===== src/rtl/core/multilevel_interrupt_aggregator_assert.svh =====
// assertion macros, clocked on clk and disabled while rst_n is low
`ifndef MULTILEVEL_INTERRUPT_AGGREGATOR_ASSERT_SVH
`define MULTILEVEL_INTERRUPT_AGGREGATOR_ASSERT_SVH

// same-cycle implication
`define MIA_ASSERT_IMP(lbl, ante, cons) \
  lbl: assert property (@(posedge clk) disable iff (!rst_n) (ante) |-> (cons)) \
    else $error("mia assertion failed");

// next-cycle implication
`define MIA_ASSERT_NEXT(lbl, ante, cons) \
  lbl: assert property (@(posedge clk) disable iff (!rst_n) (ante) |=> (cons)) \
    else $error("mia assertion failed");

`endif


===== src/rtl/core/mia_pkg.sv =====
package mia_pkg;

  localparam int SOURCES_DEF = 32;
  localparam int LEVELS_DEF  = 8;

  localparam int CMD_W      = 3;
  localparam int LEVEL_W    = 4;
  localparam int MASK_W     = 32;
  localparam int GRANT_W    = 32;
  localparam int PEND_W     = 8;
  localparam int LIM_W      = 5;
  localparam int CFG_IDX_W  = 1;
  localparam int CFG_DATA_W = 4;
  localparam int ACTIVE_W   = 4;

  localparam logic [CFG_IDX_W-1:0] REG_EDGE   = 1'b0;
  localparam logic [CFG_IDX_W-1:0] REG_ACTIVE = 1'b1;

  localparam logic [ACTIVE_W-1:0] ACTIVE_RST = 4'd8;

  typedef enum logic [CMD_W-1:0] {
    CMD_ALLOC   = 3'd0,
    CMD_RELEASE = 3'd1,
    CMD_REQUEST = 3'd2,
    CMD_ACK     = 3'd3,
    CMD_CLEAR   = 3'd4
  } mia_cmd_t;

  typedef struct packed {
    logic wr_en;
    logic err;
    logic pend_we;
    logic pend_val;
    logic clr_all;
  } mia_ctrl_t;

endpackage


===== src/rtl/core/mia_ram.sv =====
module mia_ram #(
  parameter int WIDTH = 64,
  parameter int DEPTH = 8,
  parameter int AW    = (DEPTH > 1) ? $clog2(DEPTH) : 1
) (
  input  logic             clk,
  input  logic             we,
  input  logic [AW-1:0]    waddr,
  input  logic [WIDTH-1:0] wdata,
  input  logic             re,
  input  logic [AW-1:0]    raddr,
  output logic [WIDTH-1:0] rdata
);

  logic [WIDTH-1:0] mem [DEPTH];

  always_ff @(posedge clk) begin
    if (we) begin
      mem[waddr] <= wdata;
    end
    if (re) begin
      rdata <= mem[raddr];
    end
  end

endmodule


===== src/rtl/core/mia_exec.sv =====
module mia_exec import mia_pkg::*; #(
  parameter int SOURCES = SOURCES_DEF
) (
  input  logic [CMD_W-1:0]   cmd,
  input  logic [LEVEL_W-1:0] level,
  input  logic [LIM_W-1:0]   lim,
  input  logic               edge_mode,
  input  logic               assert_req,
  input  logic [SOURCES-1:0] mask,
  input  logic [SOURCES-1:0] use_old,
  input  logic [SOURCES-1:0] req_old,
  output logic [SOURCES-1:0] use_new,
  output logic [SOURCES-1:0] req_new,
  output logic [SOURCES-1:0] grant,
  output mia_ctrl_t          ctrl
);

  logic               in_range;
  logic [SOURCES-1:0] req_drive;
  logic               drive_set;

  assign in_range  = (level != '0) && ({1'b0, level} <= lim);
  assign drive_set = (cmd == CMD_REQUEST) && assert_req;
  assign req_drive = drive_set ? (req_old | mask) : (req_old & ~mask);

  always_comb begin
    use_new = use_old;
    req_new = req_old;
    grant   = '0;
    ctrl    = '0;
    case (cmd)
      CMD_ALLOC: begin
        if (in_range) begin
          // lowest clear bit; zero when all are taken
          grant      = ~use_old & (use_old + SOURCES'(1));
          use_new    = use_old | grant;
          ctrl.wr_en = 1'b1;
        end else begin
          ctrl.err = 1'b1;
        end
      end
      CMD_RELEASE, CMD_REQUEST: begin
        if (in_range) begin
          req_new    = req_drive;
          ctrl.wr_en = 1'b1;
          if (cmd == CMD_RELEASE) begin
            use_new  = use_old & ~mask;
            ctrl.err = ((use_old & mask) == '0);
          end
          if (edge_mode) begin
            // latch only on a zero to nonzero change of the request mask
            ctrl.pend_we  = (req_old == '0) && (req_drive != '0);
            ctrl.pend_val = 1'b1;
          end else begin
            ctrl.pend_we  = 1'b1;
            ctrl.pend_val = (req_drive != '0);
          end
        end else begin
          ctrl.err = 1'b1;
        end
      end
      CMD_ACK: begin
        if (in_range) begin
          if (edge_mode) begin
            req_new       = '0;
            ctrl.wr_en    = 1'b1;
            ctrl.pend_we  = 1'b1;
            ctrl.pend_val = 1'b0;
          end
        end else begin
          ctrl.err = 1'b1;
        end
      end
      CMD_CLEAR: begin
        ctrl.clr_all = 1'b1;
      end
      default: begin
        ctrl = '0;
      end
    endcase
  end

endmodule


===== src/rtl/core/multilevel_interrupt_aggregator.sv =====
// pipeline: a command is registered into the execute stage together with its ram read, and its
//   result is registered into the output register once that register is free or being taken
// throughput: one command per cycle unless out_ready stalls the output; each reads its level's
//   masks from the ram, modifies and rewrites them; back-to-back hits on one level use a bypass
// reset: synchronous active-low rst_n clears pipeline valids, pending flags and the per-level
//   valid bits that make unwritten ram entries read as zero; no clearing pass is needed
module multilevel_interrupt_aggregator import mia_pkg::*; #(
  parameter int SOURCES = SOURCES_DEF,
  parameter int LEVELS  = LEVELS_DEF
) (
  input  logic                  clk,
  input  logic                  rst_n,
  input  logic                  cfg_we,
  input  logic [CFG_IDX_W-1:0]  cfg_index,
  input  logic [CFG_DATA_W-1:0] cfg_wdata,
  input  logic                  in_valid,
  output logic                  in_ready,
  input  logic [CMD_W-1:0]      in_cmd,
  input  logic [LEVEL_W-1:0]    in_level,
  input  logic [MASK_W-1:0]     in_source_mask,
  input  logic                  in_assert_request,
  output logic                  out_valid,
  input  logic                  out_ready,
  output logic [GRANT_W-1:0]    out_granted_mask,
  output logic [PEND_W-1:0]     out_pending_levels,
  output logic                  out_error
);

  `include "multilevel_interrupt_aggregator_assert.svh"

  localparam int AW = (LEVELS > 1) ? $clog2(LEVELS) : 1;
  localparam int DW = 2 * SOURCES;

  // configuration
  logic                edge_r;
  logic [ACTIVE_W-1:0] active_r;
  logic [LIM_W-1:0]    lim;

  // execute stage
  logic               s_vld_r;
  logic [CMD_W-1:0]   s_cmd_r;
  logic [LEVEL_W-1:0] s_level_r;
  logic [AW-1:0]      s_addr_r;
  logic [SOURCES-1:0] s_mask_r;
  logic               s_assert_r;
  logic               s_done;
  logic               accept;

  // bypass of the write made in the cycle of the read
  logic               fwd_vld_r;
  logic [AW-1:0]      fwd_addr_r;
  logic [DW-1:0]      fwd_data_r;
  logic               fwd_hit;

  logic [LEVELS-1:0]  use_vld_r;
  logic [LEVELS-1:0]  req_vld_r;
  logic [LEVELS-1:0]  pend_r;
  logic [LEVELS-1:0]  pend_nxt;

  logic [DW-1:0]      rd_data;
  logic [DW-1:0]      entry;
  logic [SOURCES-1:0] use_old;
  logic [SOURCES-1:0] req_old;
  logic [SOURCES-1:0] use_new;
  logic [SOURCES-1:0] req_new;
  logic [SOURCES-1:0] grant;
  mia_ctrl_t          ctrl;
  logic               wr_en;

  logic [63:0]        in_mask_ext;
  logic [63:0]        grant_ext;
  logic [AW-1:0]      in_addr;
  logic [LEVEL_W-1:0] in_level_m1;
  logic [PEND_W-1:0]  pend_map;

  logic               out_valid_r;
  logic [GRANT_W-1:0] out_grant_r;
  logic [PEND_W-1:0]  out_pend_r;
  logic               out_err_r;

  assign lim = (active_r > LEVELS) ? LIM_W'(LEVELS) : {1'b0, active_r};

  assign s_done   = s_vld_r && (!out_valid_r || out_ready);
  assign in_ready = !s_vld_r || s_done;
  assign accept   = in_valid && in_ready;

  assign in_level_m1 = in_level - LEVEL_W'(1);
  assign in_addr     = in_level_m1[AW-1:0];
  assign in_mask_ext = {32'b0, in_source_mask};

  mia_ram #(
    .WIDTH (DW),
    .DEPTH (LEVELS),
    .AW    (AW)
  ) u_ram (
    .clk   (clk),
    .we    (wr_en),
    .waddr (s_addr_r),
    .wdata ({use_new, req_new}),
    .re    (accept),
    .raddr (in_addr),
    .rdata (rd_data)
  );

  assign fwd_hit = fwd_vld_r && (fwd_addr_r == s_addr_r);
  assign entry   = fwd_hit ? fwd_data_r : rd_data;
  assign use_old = (fwd_hit || use_vld_r[s_addr_r]) ? entry[DW-1:SOURCES] : '0;
  assign req_old = (fwd_hit || req_vld_r[s_addr_r]) ? entry[SOURCES-1:0] : '0;

  mia_exec #(
    .SOURCES (SOURCES)
  ) u_exec (
    .cmd        (s_cmd_r),
    .level      (s_level_r),
    .lim        (lim),
    .edge_mode  (edge_r),
    .assert_req (s_assert_r),
    .mask       (s_mask_r),
    .use_old    (use_old),
    .req_old    (req_old),
    .use_new    (use_new),
    .req_new    (req_new),
    .grant      (grant),
    .ctrl       (ctrl)
  );

  assign wr_en = s_done && ctrl.wr_en;

  always_comb begin
    pend_nxt = pend_r;
    if (s_done) begin
      if (ctrl.clr_all) begin
        pend_nxt = '0;
      end else if (ctrl.pend_we) begin
        pend_nxt[s_addr_r] = ctrl.pend_val;
      end
    end
  end

  always_comb begin
    pend_map = '0;
    for (int i = 0; i < PEND_W; i++) begin
      if ((i < LEVELS) && (i < int'(lim))) begin
        pend_map[i] = pend_nxt[i % LEVELS];
      end
    end
  end

  assign grant_ext = 64'(grant);

  always_ff @(posedge clk) begin
    if (!rst_n) begin
      edge_r      <= 1'b0;
      active_r    <= ACTIVE_RST;
      s_vld_r     <= 1'b0;
      fwd_vld_r   <= 1'b0;
      out_valid_r <= 1'b0;
      use_vld_r   <= '0;
      req_vld_r   <= '0;
      pend_r      <= '0;
    end else begin
      if (cfg_we) begin
        case (cfg_index)
          REG_EDGE:   edge_r   <= cfg_wdata[0];
          REG_ACTIVE: active_r <= cfg_wdata[ACTIVE_W-1:0];
          default:    edge_r   <= edge_r;
        endcase
      end
      if (accept) begin
        s_vld_r   <= 1'b1;
        fwd_vld_r <= wr_en;
      end else if (s_done) begin
        s_vld_r <= 1'b0;
      end
      if (s_done) begin
        out_valid_r <= 1'b1;
      end else if (out_ready) begin
        out_valid_r <= 1'b0;
      end
      if (wr_en) begin
        use_vld_r[s_addr_r] <= 1'b1;
        req_vld_r[s_addr_r] <= 1'b1;
      end else if (s_done && ctrl.clr_all) begin
        req_vld_r <= '0;
      end
      pend_r <= pend_nxt;
    end
  end

  always_ff @(posedge clk) begin
    if (accept) begin
      s_cmd_r    <= in_cmd;
      s_level_r  <= in_level;
      s_addr_r   <= in_addr;
      s_mask_r   <= in_mask_ext[SOURCES-1:0];
      s_assert_r <= in_assert_request;
      fwd_addr_r <= s_addr_r;
      fwd_data_r <= {use_new, req_new};
    end
    if (s_done) begin
      out_grant_r <= grant_ext[GRANT_W-1:0];
      out_pend_r  <= pend_map;
      out_err_r   <= ctrl.err;
    end
  end

  assign out_valid          = out_valid_r;
  assign out_granted_mask   = out_grant_r;
  assign out_pending_levels = out_pend_r;
  assign out_error          = out_err_r;

  `MIA_ASSERT_NEXT(a_clear_wipes, s_done && (s_cmd_r == CMD_CLEAR), pend_r == '0)
  `MIA_ASSERT_IMP(a_grant_onehot, out_valid_r, $onehot0(out_grant_r))
  `MIA_ASSERT_IMP(a_err_no_grant, out_valid_r && out_err_r, out_grant_r == '0)
  `MIA_ASSERT_NEXT(a_stall_holds, s_vld_r && !s_done, s_vld_r && $stable(s_cmd_r))
  `MIA_ASSERT_IMP(a_write_clear_excl, s_done, !(ctrl.wr_en && ctrl.clr_all))

endmodule

===== config.mk =====
export PLATFORM = sky130hd
export DESIGN_NAME = multilevel_interrupt_aggregator
export DESIGN_NICKNAME = d
export VERILOG_FILES = /design/src/rtl/core/mia_pkg.sv /design/src/rtl/core/mia_ram.sv /design/src/rtl/core/mia_exec.sv /design/src/rtl/core/multilevel_interrupt_aggregator.sv
export VERILOG_INCLUDE_DIRS = /design/src /design/src/rtl/core
export SDC_FILE = /design/constraint.sdc
export NUM_CORES = 1
export LEC_CHECK = 0
export ABC_CLOCK_PERIOD_IN_PS = 6900
export BUFFER_PORTS_ARGS = -buffer_cell sky130_fd_sc_hd__buf_2
export CAP_MARGIN = 20
export CORE_MARGIN = 4
export CORE_UTILIZATION = 60
export CTS_BUF_LIST = sky130_fd_sc_hd__clkbuf_16
export CTS_CLUSTER_DIAMETER = 100
export DETAILED_ROUTE_END_ITERATION = 8
export PLACE_DENSITY = 0.77
export SYNTH_ARGS = -nofsm -noshare
export SYNTH_HDL_FRONTEND = slang
export SYNTH_SLANG_ARGS = --single-unit

===== constraint.sdc =====
create_clock -name clk -period 6.9 [get_ports clk]
set_clock_uncertainty 0.05 [all_clocks]
set_input_delay 0.69 -clock clk [delete_from_list [all_inputs] [get_ports clk]]
set_output_delay 0.69 -clock clk [all_outputs]
set_load 0.005 [all_outputs]

==> metrics, run 1 <==
P&R area growth vs syn 12.43%; core region area 51300 um2; Hold Path Stages 1; crit path cell chain xnor2_2, and4_4, buf_4, and3_1, a31oi_1, or4b_1, nor2_1, nand2_1, o21ai_0; hold violation count in the final report 0; gr usage total 27.23%; Worst path slowest cell o21ai_0; HP Class input pin to flip-flop; H-tree levels 3; Max Cap Viol 0; fraction of layout instances using a drive strength above 1 24.01%; FMAX 0.2019 GHz; Die H 235.4 um; synth top area cells edfxtp_1 70%, mux4_2 9.5%, mux2_2 2.4%; Arrival @ worst endpoint 5180 ps; DR vias 18162; Syn Nets 1825; Cells after Synth 1770; Final TNS setup 0 ps; total CTS buffers 76; largest net degree at the start of global routing 73; FF-to-FF End u_ram.mem[6][56]; gpl congestion 0.9515; Non-Filler Instances 2654; grt ovf 0; Inst Count DP 2496; FP Rows 83; YS warnings 0; # DRC 0; CTS sink count 759; syn avg cell area 17.54 um2; outcome completed; CTS tree built; Post-Route WL 76.14 mm; final antenna-violating net count 0; I/O Pins 93; Die Width 235.4 um; DRT iter0 DRCs 2687; Synth cell types 70; CP Capture Type flip-flop; Clk Latency, worst-skew pair 620 ps; number of synthesized flops with an enable pin 727; Main synth FF type edfxtp_1; Max clock buf depth 3; worst relative slew slack 15.43%; CP peak stage delay 770 ps; Mapped Area 31040 um2; fin nets 1970; most frequent cell after synthesis edfxtp_1; final worst-path setup slack 1946 ps; Final Max Slew Viols 0; fin crit share 71.79%; top cell type by total area after synthesis edfxtp_1; Setup CP Type flip-flop to flip-flop; Worst Max-Slew Pin Slew 1265 ps; asr flop ratio synth 0%; starting density of the core 60.50%; antenna violations before repair 1; CTS Hold Bufs 0; R2R depth 9; WL/cell 28.69 um; dpl ws 2181 ps; startpoint types flip-flop; drt pass-1 iters 6; sequential area share after synthesis 72.40%; Worst-path clk slew 60 ps; r2r startpoint s_addr_r[0]; Post-synth top cells 727 x edfxtp_1, 131 x mux4_2, 119 x nand2_1, 71 x nor2_1, 65 x mux2_2; Power Density 279.6 nW/um2; maximum vdd drop 0.2370 mV; buffers plus inverters on the worst setup path 1; CTS Root Cell clkbuf_16; Die Area 55430 um2; CP required 7130 ps; number of synthesized register bits 759; Antenna diodes 0; RSZ-0062 raised after global routing false; vias in the first global route 17785; top cell family by delay on the critical path simple AND/OR/NAND/NOR gates; post-layout util 68.02%; Leak Pwr 12.13 nW; Vias/cell 6.843; DP Wirelength 46.97 mm; post-CTS resize count 0; Hold EP s_mask_r[11]; hold path startpoint in_source_mask[11]; Final setup viols 0; post-layout power 9.758 mW; IO Port Bufs 92; Post-CTS Setup Repair Bufs 0; Min Clock Period, post-route 4954 ps; Synth top area share 70.34%; reg2reg setup slack 1950 ps; CP Max Fanout 46; global-route wire length before repair 113.9 mm
-- final cells by class --
cell class              instances  area (um2)
flip-flops and latches        759       22470
well taps                     680       850.8
clock buffers                  78        1952
repair buffers                148       872.1
clock inverters                59       407.9
fillers                      3270       16410
inverters                      50       192.7
multi-input cells             880        8148
-- metal layers --
metal  wire length, um  up-vias  GRT usage [%]
met5               152        -          1.732
met4              2356        4          9.076
met3              9311      196          7.275
met2             34640     1290          40.91
met1             29680     9153          39.48
li1                  -     7519              -
-- registers in the layout (all words and copies together), names as in the netlist, 8 cells and up --
| signal | count |
|---|---|
| req_vld_r | 8 |
| u_ram.mem | 512 |
| out_pending_levels | 8 |
| pend_r | 8 |
| use_vld_r | 8 |
| out_granted_mask | 32 |
| u_ram.rdata | 64 |
| fwd_data_r | 64 |
| s_mask_r | 32 |
-- placed cells by master, fill, tap and decap left out, types with 10 or more instances in the layout --
cell type,count
a21oi_1,55
a22o_1,14
a22oi_1,43
a31oi_1,10
buf_2,110
buf_4,32
clkbuf_16,78
clkinv_1,13
clkinv_2,16
dfxtp_1,32
edfxtp_1,727
inv_1,66
mux2_2,65
mux2i_1,45
mux4_2,131
nand2_1,119
nand3_1,31
nand4_1,19
nor2_1,61
nor2b_1,35
nor3_1,13
nor4_1,31
o211ai_1,13
o21a_1,16
o21ai_0,16
o32ai_1,31
or3_1,10
-- report_power, final --
group          total [mW]  switching [mW]  internal (mW)
sequential           5.29           0.134           5.16
combinational       0.583           0.345          0.238
clock                3.88            1.67           2.21
-- per-stage QoR --
stage | hold slack (ps) | area [um2]
floorplan | 382.5 | 31040
global placement | 393.4 | 32410
finish | 194.9 | 34890
CTS | 166.8 | 34780
detailed placement | 397.8 | 32420
global route | 182.4 | 34890
-- cell families (layout without fill, tap and decap cells) --
kind of cell,Yosys count,after routing,share of synthesized area (%)
XOR/XNOR,5,5,0.2500
flip-flops,759,759,72.40
adder cells (fa/ha/maj),5,5,0.2016
AND/OR/NAND/NOR,373,373,6.103
AO/OA/AOI/OAI,256,256,6.063
multiplexers,241,241,13.32
buffers and inverters,131,335,1.665
-- how the worst max path moves through the flow --
stage                     start               end  slack, ps  cells past startpoint
global route        s_addr_r[1]  u_ram.mem[0][56]       1730                      9
detailed placement  s_addr_r[1]  u_ram.mem[4][56]       2180                      9
global placement    s_addr_r[1]  u_ram.mem[6][56]       2390                      9
floorplan             out_ready   u_ram.mem[5][0]       1500                      5
finish              s_addr_r[0]  u_ram.mem[6][56]       1950                      9
CTS                 s_addr_r[1]  u_ram.mem[4][56]       2160                      9
(Power assumes the default switching activity.)
==> inputs of run 2 (changes only) <==
--- a/config.mk
+++ b/config.mk
@@ -6,15 +6,15 @@
 export SDC_FILE = /design/constraint.sdc
 export NUM_CORES = 1
 export LEC_CHECK = 0
-export ABC_CLOCK_PERIOD_IN_PS = 6900
+export ABC_CLOCK_PERIOD_IN_PS = 4400
 export BUFFER_PORTS_ARGS = -buffer_cell sky130_fd_sc_hd__buf_2
 export CAP_MARGIN = 20
 export CORE_MARGIN = 4
-export CORE_UTILIZATION = 60
+export CORE_UTILIZATION = 56
 export CTS_BUF_LIST = sky130_fd_sc_hd__clkbuf_16
 export CTS_CLUSTER_DIAMETER = 100
 export DETAILED_ROUTE_END_ITERATION = 8
-export PLACE_DENSITY = 0.77
+export PLACE_DENSITY = 0.76
 export SYNTH_ARGS = -nofsm -noshare
 export SYNTH_HDL_FRONTEND = slang
 export SYNTH_SLANG_ARGS = --single-unit
==> constraint.sdc (replaced) <==
create_clock -name clk -period 4.4 [get_ports clk]
set_clock_uncertainty 0.05 [all_clocks]
set_input_delay 0.44 -clock clk [delete_from_list [all_inputs] [get_ports clk]]
set_output_delay 0.44 -clock clk [all_outputs]
set_load 0.005 [all_outputs]
==> run 2 against run 1 <==
Via count grew 1.1%. Register-to-register slack worse by 1800 ps. Wire length rose by 2.4%. Sequential share of layout area is 1.9 points lower. Global-route usage down 0.81 points. First-iteration DRC count shrank 0.56%. Critical path type unchanged. Largest cell class unchanged.
==> metrics, run 2 (same netlist as run 1, synthesis figures left out) <==
outcome completed; R2R depth 11; post-route design area 35980 um2; Hold WS 48.97 ps; most common cell after layout, fill and taps aside edfxtp_1; maximum vdd drop 0.3029 mV; # DRC 0; Worst path slowest cell a2111oi_0; CP peak stage delay 620 ps; Power Density 442.2 nW/um2; reg2reg setup slack 190 ps; fin crit share 95.70%; hold path startpoint cfg_wdata[2]; CP dominant cell by count buf_4; top cell family by delay on the critical path compound AO/OA/AOI/OAI gates; vias in the first global route 18177; Non-Filler Instances 2798; HP Class input pin to flip-flop; H-tree levels 3; CP required 4690 ps; crit path cell chain xnor2_2, and4_4, buf_4, mux2i_1, o2111ai_1, a2111oi_0, buf_4, o21ai_0, buf_4, o211ai_1, a32oi_1; antenna violations before repair 1; post-layout util 65.44%; Die H 243.4 um; Vias/cell 6.564; startpoint types flip-flop; RSZ-0062 raised after global routing false; highest-count cells in the layout ignoring fill and taps 727 x edfxtp_1, 131 x mux4_2, 119 x nand2_1, 91 x buf_2, 84 x buf_4; Top reg by flops u_ram.mem; Worst-path clk slew 70 ps; r2r startpoint s_addr_r[2]; DRT iter0 DRCs 2672; Reg area 22470 um2; IO Port Bufs 92; P&R area growth vs syn 15.94%; Post-Route WL 77.94 mm; CTS Root Cell clkbuf_16; starting density of the core 56.45%; Post-CTS Setup Repair Bufs 0; Final setup viols 0; CTS Hold Bufs 39; FMAX 0.2375 GHz; fin nets 2045; grt ovf 0; Worst Max-Slew Pin Slew 1009 ps; gr usage total 26.42%; FP Rows 86; Setup CP Type flip-flop to flip-flop; final worst-path setup slack 189.1 ps; Multi-input gate area 8148 um2; Hold Path Stages 3; Die Width 243.4 um; Die Area 59250 um2; worst relative slew slack 32.00%; area post-placement 33010 um2; post-CTS resize count 0; core region area 54990 um2; Hold EP active_r[2]; max FFs per register 512; hold violation count in the final report 0; Clk Latency, worst-skew pair 640 ps; Antenna diodes 0; Min Clock Period, post-route 4211 ps; DR vias 18366; buffers plus inverters on the worst setup path 3; Final Max Slew Viols 0; total CTS buffers 76; largest net degree at the start of global routing 67; Inst Count DP 2621; CTS tree built; post-layout power 15.91 mW; Arrival @ worst endpoint 4500 ps; Leak Pwr 12.55 nW; fraction of layout instances using a drive strength above 1 25.02%; Final TNS setup 0 ps; Max clock buf depth 3; CTS sink count 759; Max Cap Viol 0; gpl congestion 0.9362; CP Max Fanout 35; DP Wirelength 46.89 mm; final antenna-violating net count 0; I/O Pins 93; FF-to-FF End out_pending_levels[0]; largest registers u_ram.mem x512, fwd_data_r x64, u_ram.rdata x64; WL/cell 27.86 um; dpl ws 329.6 ps; global-route wire length before repair 117.3 mm; fillcell total 3631; CP Capture Type flip-flop; drt pass-1 iters 9
[run 2: worst reg2reg max path: stages (launching register included)]
cell	delay, ps
edfxtp_1	610
xnor2_2	320
and4_4	440
buf_4	570
mux2i_1	340
o2111ai_1	160
a2111oi_0	620
buf_4	220
o21ai_0	80
buf_4	200
o211ai_1	180
a32oi_1	120
[run 2: where the power goes]
group	switching (mW)	leakage [nW]	internal (mW)
Clock	2.79	1.30	3.84
Sequential	0.194	7.40	8.09
Combinational	0.573	3.84	0.426
Total	3.55	12.5	12.4
[run 2: cell type report]
cell class | count | share of cell area, %
Tap cell | 748 | 2.601
Sequential cell | 759 | 62.45
Clock inverter | 62 | 1.902
Multi-Input combinational cell | 880 | 22.64
Timing Repair Buffer | 223 | 4.586
Inverter | 50 | 0.5320
Clock buffer | 76 | 5.285
[run 2: worst max path at each step]
stage                             to   startpoint  slack [ps]  cells past startpoint
2_1_floorplan        u_ram.mem[5][0]    out_ready        -750                      5
3_3_place_gp   out_pending_levels[0]  s_addr_r[2]         410                     11
3_5_place_dp   out_pending_levels[0]  s_addr_r[2]         330                     11
4_1_cts        out_pending_levels[0]  s_addr_r[2]         290                     11
5_1_grt        out_pending_levels[0]  s_addr_r[2]          10                     11
6_report       out_pending_levels[0]  s_addr_r[2]         190                     11
[run 2: per-layer routing]
metal  track usage (%)  up-vias  part of all wire (%)
li1                  -     7666                     -
met1             39.77     9344                    40
met2             40.03     1164                    46
met3             5.173      192                    11
met4             7.792        0                   3.1
met5                 0        -                     0
